File: src/rtl/core/hra_pkg.sv
// Shared constants, codes and command/status types of the handshake registry.
`default_nettype none
package hra_pkg;

	localparam int PEND_DEPTH = 16;
	localparam int ACT_DEPTH  = 32;
	localparam int LIST_CAP   = 32;

	localparam int PTAB    = 2 * PEND_DEPTH;
	localparam int ATAB    = 2 * ACT_DEPTH;
	localparam int PS_W    = $clog2(PEND_DEPTH);
	localparam int AS_W    = $clog2(ACT_DEPTH);
	localparam int PI_W    = $clog2(PTAB);
	localparam int AI_W    = $clog2(ATAB);
	localparam int IDX_MAX = (PTAB > ATAB) ? PTAB : ATAB;
	localparam int CNT_W   = $clog2(IDX_MAX + 1);

	localparam int ADDR_W = 32;
	localparam int TICK_W = 32;
	localparam int IVL_W  = 16;
	localparam int ML_W   = 6;
	localparam int NUM_W  = 6;
	localparam int CFG_W  = 16;

	localparam logic [IVL_W-1:0] REAP_RST = 16'd930;
	localparam logic [ML_W-1:0]  MAXL_RST = 6'd32;

	localparam logic CFG_REAP = 1'b0;
	localparam logic CFG_MAXL = 1'b1;

	typedef enum logic [2:0] {
		F_KEEPALIVE = 3'd0,
		F_SHAKE     = 3'd1,
		F_TERMINATE = 3'd2,
		F_LIST      = 3'd3,
		F_TICK      = 3'd4
	} func_t;

	typedef enum logic [3:0] {
		K_HANDSHAKE  = 4'd0,
		K_LIST_HDR   = 4'd1,
		K_LIST_ADDR  = 4'd2,
		K_RANGE_ERR  = 4'd3,
		K_REJECTED   = 4'd4,
		K_ADDED      = 4'd5,
		K_REFRESHED  = 4'd6,
		K_TERMINATED = 4'd7,
		K_UNLISTED   = 4'd8,
		K_FULL       = 4'd9
	} kind_t;

	typedef enum logic [2:0] {
		SM_PNONCE  = 3'd0,
		SM_PFREE   = 3'd1,
		SM_AADDR   = 3'd2,
		SM_AFREE   = 3'd3,
		SM_COUNT   = 3'd4,
		SM_SWEEP_P = 3'd5,
		SM_SWEEP_A = 3'd6
	} scan_t;

	typedef enum logic [1:0] {
		FMT_PLAIN = 2'd0,
		FMT_TOKEN = 2'd1,
		FMT_HDR   = 2'd2,
		FMT_ADDR  = 2'd3
	} fmt_t;

	typedef enum logic [2:0] {
		ACT_NONE = 3'd0,
		ACT_PWR  = 3'd1,
		ACT_ANEW = 3'd2,
		ACT_AREF = 3'd3,
		ACT_ACLR = 3'd4
	} act_t;

	typedef struct packed {
		logic  capture;
		logic  scan_start;
		scan_t scan_mode;
		logic  set_hit0;
		logic  p_clr;
		act_t  act;
		logic  tick;
		logic  em_init;
		logic  em_step;
		logic  out_load;
		kind_t out_kind;
		fmt_t  out_fmt;
	} hra_cmd_t;

	typedef struct packed {
		func_t func;
		logic  start_zero;
		logic  done;
		logic  hit;
		logic  found;
		logic  total_zero;
		logic  packed_zero;
		logic  em_valid;
		logic  em_last;
		logic  out_free;
		logic  sweep_need;
	} hra_stat_t;

endpackage
`default_nettype wire

File: src/rtl/core/hra_ctrl.sv
// Controller: sequences scans, table updates and result emission per request.
`default_nettype none
module hra_ctrl
	import hra_pkg::*;
(
	input  wire logic      clk,
	input  wire logic      arst_n,
	input  wire logic      in_valid,
	output logic           in_stall,
	output hra_cmd_t       cmd,
	input  wire hra_stat_t st
);

	typedef enum logic [15:0] {
		S_IDLE  = 16'h0001,
		S_DISP  = 16'h0002,
		S_KA    = 16'h0004,
		S_SHP   = 16'h0008,
		S_SHCLR = 16'h0010,
		S_SHA   = 16'h0020,
		S_SHF   = 16'h0040,
		S_TM    = 16'h0080,
		S_LSF   = 16'h0100,
		S_LSC   = 16'h0200,
		S_LSH   = 16'h0400,
		S_EMRD  = 16'h0800,
		S_EMCHK = 16'h1000,
		S_SWP   = 16'h2000,
		S_SWA   = 16'h4000,
		S_EMIT  = 16'h8000
	} state_t;

	state_t state_q, state_d;
	kind_t  res_kind_q, res_kind_d;
	fmt_t   res_fmt_q, res_fmt_d;
	act_t   act_q, act_d;

	always_comb begin
		cmd        = '0;
		in_stall   = 1'b1;
		state_d    = state_q;
		res_kind_d = res_kind_q;
		res_fmt_d  = res_fmt_q;
		act_d      = act_q;
		unique case (state_q)
			S_IDLE: begin
				in_stall = 1'b0;
				if (in_valid) begin
					cmd.capture = 1'b1;
					state_d     = S_DISP;
				end
			end
			S_DISP: begin
				unique case (st.func)
					F_KEEPALIVE: begin
						cmd.scan_start = 1'b1;
						cmd.scan_mode  = SM_PFREE;
						state_d        = S_KA;
					end
					F_SHAKE: begin
						cmd.scan_start = 1'b1;
						cmd.scan_mode  = SM_PNONCE;
						state_d        = S_SHP;
					end
					F_TERMINATE: begin
						cmd.scan_start = 1'b1;
						cmd.scan_mode  = SM_AADDR;
						state_d        = S_TM;
					end
					F_LIST: begin
						cmd.scan_start = 1'b1;
						if (st.start_zero) begin
							cmd.set_hit0  = 1'b1;
							cmd.scan_mode = SM_COUNT;
							state_d       = S_LSC;
						end else begin
							cmd.scan_mode = SM_AADDR;
							state_d       = S_LSF;
						end
					end
					F_TICK: begin
						cmd.tick = 1'b1;
						if (st.sweep_need) begin
							cmd.scan_start = 1'b1;
							cmd.scan_mode  = SM_SWEEP_P;
							state_d        = S_SWP;
						end else begin
							state_d = S_IDLE;
						end
					end
					default: state_d = S_IDLE;
				endcase
			end
			S_KA: begin
				if (st.done) begin
					res_kind_d = st.hit ? K_HANDSHAKE : K_FULL;
					res_fmt_d  = st.hit ? FMT_TOKEN : FMT_PLAIN;
					act_d      = st.hit ? ACT_PWR : ACT_NONE;
					state_d    = S_EMIT;
				end
			end
			S_SHP: begin
				if (st.done) begin
					if (st.hit) begin
						state_d = S_SHCLR;
					end else begin
						res_kind_d = K_REJECTED;
						res_fmt_d  = FMT_PLAIN;
						act_d      = ACT_NONE;
						state_d    = S_EMIT;
					end
				end
			end
			S_SHCLR: begin
				cmd.p_clr      = 1'b1;
				cmd.scan_start = 1'b1;
				cmd.scan_mode  = SM_AADDR;
				state_d        = S_SHA;
			end
			S_SHA: begin
				if (st.done) begin
					if (st.hit) begin
						res_kind_d = K_REFRESHED;
						res_fmt_d  = FMT_PLAIN;
						act_d      = ACT_AREF;
						state_d    = S_EMIT;
					end else begin
						cmd.scan_start = 1'b1;
						cmd.scan_mode  = SM_AFREE;
						state_d        = S_SHF;
					end
				end
			end
			S_SHF: begin
				if (st.done) begin
					res_kind_d = st.hit ? K_ADDED : K_FULL;
					res_fmt_d  = FMT_PLAIN;
					act_d      = st.hit ? ACT_ANEW : ACT_NONE;
					state_d    = S_EMIT;
				end
			end
			S_TM: begin
				if (st.done) begin
					res_kind_d = st.hit ? K_TERMINATED : K_UNLISTED;
					res_fmt_d  = FMT_PLAIN;
					act_d      = st.hit ? ACT_ACLR : ACT_NONE;
					state_d    = S_EMIT;
				end
			end
			S_LSF: begin
				if (st.done) begin
					cmd.scan_start = 1'b1;
					cmd.scan_mode  = SM_COUNT;
					state_d        = S_LSC;
				end
			end
			S_LSC: begin
				if (st.done)
					state_d = S_LSH;
			end
			S_LSH: begin
				if (st.out_free) begin
					cmd.out_load = 1'b1;
					if (st.found) begin
						cmd.out_kind = K_LIST_HDR;
						cmd.out_fmt  = FMT_HDR;
						if (st.packed_zero) begin
							state_d = S_IDLE;
						end else begin
							cmd.em_init = 1'b1;
							state_d     = S_EMRD;
						end
					end else begin
						cmd.out_kind = st.total_zero ? K_LIST_HDR : K_RANGE_ERR;
						cmd.out_fmt  = FMT_PLAIN;
						state_d      = S_IDLE;
					end
				end
			end
			S_EMRD: state_d = S_EMCHK;
			S_EMCHK: begin
				if (!st.em_valid) begin
					cmd.em_step = 1'b1;
					state_d     = S_EMRD;
				end else if (st.out_free) begin
					cmd.out_load = 1'b1;
					cmd.out_kind = K_LIST_ADDR;
					cmd.out_fmt  = FMT_ADDR;
					cmd.em_step  = 1'b1;
					state_d      = st.em_last ? S_IDLE : S_EMRD;
				end
			end
			S_SWP: begin
				if (st.done) begin
					cmd.scan_start = 1'b1;
					cmd.scan_mode  = SM_SWEEP_A;
					state_d        = S_SWA;
				end
			end
			S_SWA: begin
				if (st.done)
					state_d = S_IDLE;
			end
			S_EMIT: begin
				if (st.out_free) begin
					cmd.out_load = 1'b1;
					cmd.out_kind = res_kind_q;
					cmd.out_fmt  = res_fmt_q;
					cmd.act      = act_q;
					state_d      = S_IDLE;
				end
			end
			default: state_d = S_IDLE;
		endcase
	end

	always_ff @(posedge clk or negedge arst_n) begin
		if (!arst_n) begin
			state_q    <= S_IDLE;
			res_kind_q <= K_HANDSHAKE;
			res_fmt_q  <= FMT_PLAIN;
			act_q      <= ACT_NONE;
		end else begin
			state_q    <= state_d;
			res_kind_q <= res_kind_d;
			res_fmt_q  <= res_fmt_d;
			act_q      <= act_d;
		end
	end

endmodule
`default_nettype wire

File: config.mk
export PLATFORM = sky130hd
export DESIGN_NAME = hra_ctrl
export DESIGN_NICKNAME = d
export VERILOG_FILES = /design/src/rtl/core/hra_pkg.sv /design/src/rtl/core/hra_ctrl.sv
export SDC_FILE = /design/constraint.sdc
export NUM_CORES = 1
export LEC_CHECK = 0
export ABC_AREA = 1
export ABC_CLOCK_PERIOD_IN_PS = 4300
export BUFFER_PORTS_ARGS = -buffer_cell sky130_fd_sc_hd__buf_4
export CAP_MARGIN = 40
export CELL_PAD_IN_SITES_DETAIL_PLACEMENT = 0
export CELL_PAD_IN_SITES_GLOBAL_PLACEMENT = 1
export CORE_ASPECT_RATIO = 1.25
export CORE_MARGIN = 1.5
export CORE_UTILIZATION = 40
export DETAILED_ROUTE_END_ITERATION = 7
export PLACE_DENSITY_LB_ADDON = 0.1
export SETUP_SLACK_MARGIN = 0.5
export SLEW_MARGIN = 20
export SYNTH_ARGS = -nofsm -noshare
export SYNTH_HDL_FRONTEND = slang
export SYNTH_SLANG_ARGS = --single-unit
export TNS_END_PERCENT = 30
File: constraint.sdc
create_clock -name clk -period 4.3 [get_ports clk]
set_input_delay 0.215 -clock clk [delete_from_list [all_inputs] [get_ports clk]]
set_output_delay 0.215 -clock clk [all_outputs]
set_load 0.01 [all_outputs]
==> impl_metrics.csv <==
group,metric,value,unit
cts,clock_latency,270,ps
layout,fin_cells,403,
timing,fmax,0.393,GHz
power_and_ir_drop,net-switching-power,399,uW
global_routing,first_global_vias,1921,
power_and_ir_drop,power,938,uW
run_status,status,"finished clean",
cts,htreeDepth,1,
cts,root_buffer,"clkbuf_8",
timing,drv_slew,0,
power_and_ir_drop,switching_share,42.6,%
power_and_ir_drop,p_seq_share,31.9,%
global_routing,antenna_found_initial,0,
setup_path,worstSetupStartpointType,"register",
floorplan,die_area,5500,um2
placement,place_area,2320,um2
setup_path,cpPeakStageDelay,510,ps
placement,port_buffers,36,
timing,post-route-min-period,2550,ps
cts,cts.sinks,24,
yosys,syn_area,2030,um2
setup_path,cp_slowest_cell,"nor2_4",
floorplan,rows,28,
power_and_ir_drop,p_leak,0.00136,uW
floorplan,pin_count,37,
timing,slew_headroom,60.5,%
job,drv_cap,0,
yosys,yosys_warnings,0,
detailed_routing,drt_iter0_drc,52,
global_routing,grt.overflow.total,0,
timing,rsz0062_at_grt,"no",
cts,clk_path_buf_depth,2,
timing,fin_crit_sh,59.2,%
global_routing,grt_use_total,20.0,%
cts,clk_pin_slew,90,ps
detailed_routing,wirelength,4.96,mm
yosys,synth-async-reset-ratio,100,%
power_and_ir_drop,vdd_ir_drop_max,0.294,mV
placement,dpl.cell_count,398,
yosys,ys_seq_area_share,29.7,%
setup_path,cp_num_buf_inv,1,
yosys,syn_inst,306,
cts,cts-resized-gates,0,
layout,final_core_util,50.1,%
power_and_ir_drop,internal_power,538,uW
global_routing,grt_max_degree,25,
layout,antenna_cells,0,
power_and_ir_drop,power_density,390,nW/um2
timing,setup_viol,0,
timing,worst_slew_pin_slew,592,ps
setup_path,path_max_fanout,20,
detailed_routing,via_per_inst,4.91,
placement,gp_congestion,0.846,
layout,final_common_cell,"nand2_1",
setup_path,crit_type,"reg2out",
timing,timing.setup.tns,0,ps
floorplan,core_area,4800,um2
layout,fin_nets,360,
timing,hold_viol_final,0,
detailed_routing,route.detailed.drc,0,
yosys,syn_area_per_cell,6.62,um2
floorplan,dieWidth,66.7,um
power_and_ir_drop,pwr-share-clk,21.6,%
detailed_routing,dr.pass1.iters,4,
layout,stdcell_area,2400,um2
detailed_routing,antenna_left,0,
detailed_routing,routedWlPerCell,12.3,um
detailed_routing,vias,1979,
layout,drive_gt1_share,24.8,%
setup_path,worstPathRequired,4090,ps
cts,cts_tree,"yes",
yosys,ys_seq_elements,24,
floorplan,start_util,42.2,%
setup_path,path_cells,"nor2_1, nand2_2, nor2_4, nand4_2, o221ai_1, buf_4",
global_routing,grt_pass1_wl,8.46,mm
layout,area_delta_synth_final,18.6,%
floorplan,die_h,82.6,um
worst_hold_path,hold_class,"in2reg",
timing,fin_worst_skew,2.90,ps
placement,dpl.hpwl,3.98,mm
layout,final_cell_mix,"68 x nand2_1, 56 x nor2_1, 36 x inv_1, 36 x buf_4, 32 x nand3_1",
cts,cts_buffers,3,
setup_path,critical_path.endpoint_type,"output port",
yosys,syn-num-nets,322,
cts,post_cts_buffers,0,
yosys,synth_top_flop_cell,"dfrtp_1",
setup_path,cp.arrival,2330,ps
yosys,yosysUniqueCellTypes,33,
power_and_ir_drop,p_comb_share,46.4,%
yosys,synth_edf_count,0,
setup_path,critPathTopFamily,"simple AND/OR/NAND/NOR gates",
[Yosys cell counts (6+ instances only)]
master    n  area [um2]
dfrtp_1  23         576
a21oi_1   6        30.0
nand2_2  10        62.6
nand3_2   7        70.1
inv_1    36         135
nor2_1   56         210
o21ai_0   6        30.0
o21ai_1   9        45.0
nor2_2    8        50.1
nand2_1  68         255
nand3_1  32         160
nor3_1    7        35.0
[worst paths after layout]
| path | from | to | slack [ps] | cells after the start |
|---|---|---|---|---|
| max in group asynchronous | arst_n | state_q[0] | 3630 | 2 |
| worst max register to register | state_q[6] | state_q[0] | 2260 | 9 |
| min in group asynchronous | arst_n | state_q[9] | 380 | 2 |
| worst min register to register | state_q[7] | state_q[7] | 500 | 2 |
| worst min-delay path | st[8] | state_q[9] | 170 | 2 |
| worst max-delay path | state_q[6] | cmd[3] | 1750 | 6 |
[power groups by stage]
stage               logic (uW)  clock network (uW)  registers [uW]
floorplan                  361                   0             299
global placement           435                   0             303
detailed placement         438                   0             304
CTS                        440                 206             300
global route               494                 215             304
finish                     436                 203             300
[area by class of cell]
| cell class | count | area, um2 |
|---|---|---|
| multi-input cells | 237 | 1220 |
| inverters | 41 | 154 |
| well taps | 60 | 75.1 |
| repair buffers | 37 | 280 |
| clock buffers | 3 | 41.3 |
| clock inverters | 1 | 30.0 |
| flip-flops and latches | 24 | 602 |
| fillers | 523 | 2400 |
[per-layer routing]
layer | global-route usage, % | up-vias | share of wire [%]
met5 | 0 | - | 0
met4 | 9.80 | 0 | 2.2
met3 | 1.63 | 9 | 3.2
met2 | 33.9 | 37 | 47
met1 | 25.5 | 869 | 48
li1 | - | 1064 | -
[per-stage QoR]
step                      worst slack, ps  hold slack, ps
after floorplan                      2590           -80.6
after global placement               2100             135
after detailed placement             2050             135
after CTS                            1730             165
after global routing                 1540             163
final                                1750             166
[registers in the layout (all words and copies together) (netlist names)]
register,count
res_fmt_q,1
act_q,3
res_kind_q,4
state_q,16
[logic make-up (layout without fill, tap and decap cells)]
family,count (synthesis),in the layout,synth area share (%)
compound gates,28,28,7.97
buf+inv,45,82,10.1
flops,24,24,29.7
simple gates,209,209,52.3
[repair_timing]
action                     CTS  global route
hold endpoints to repair    23             0
hold buffers                 1             0
setup endpoints to repair    0             0
No activity file was read; power rests on OpenSTA's default activity.
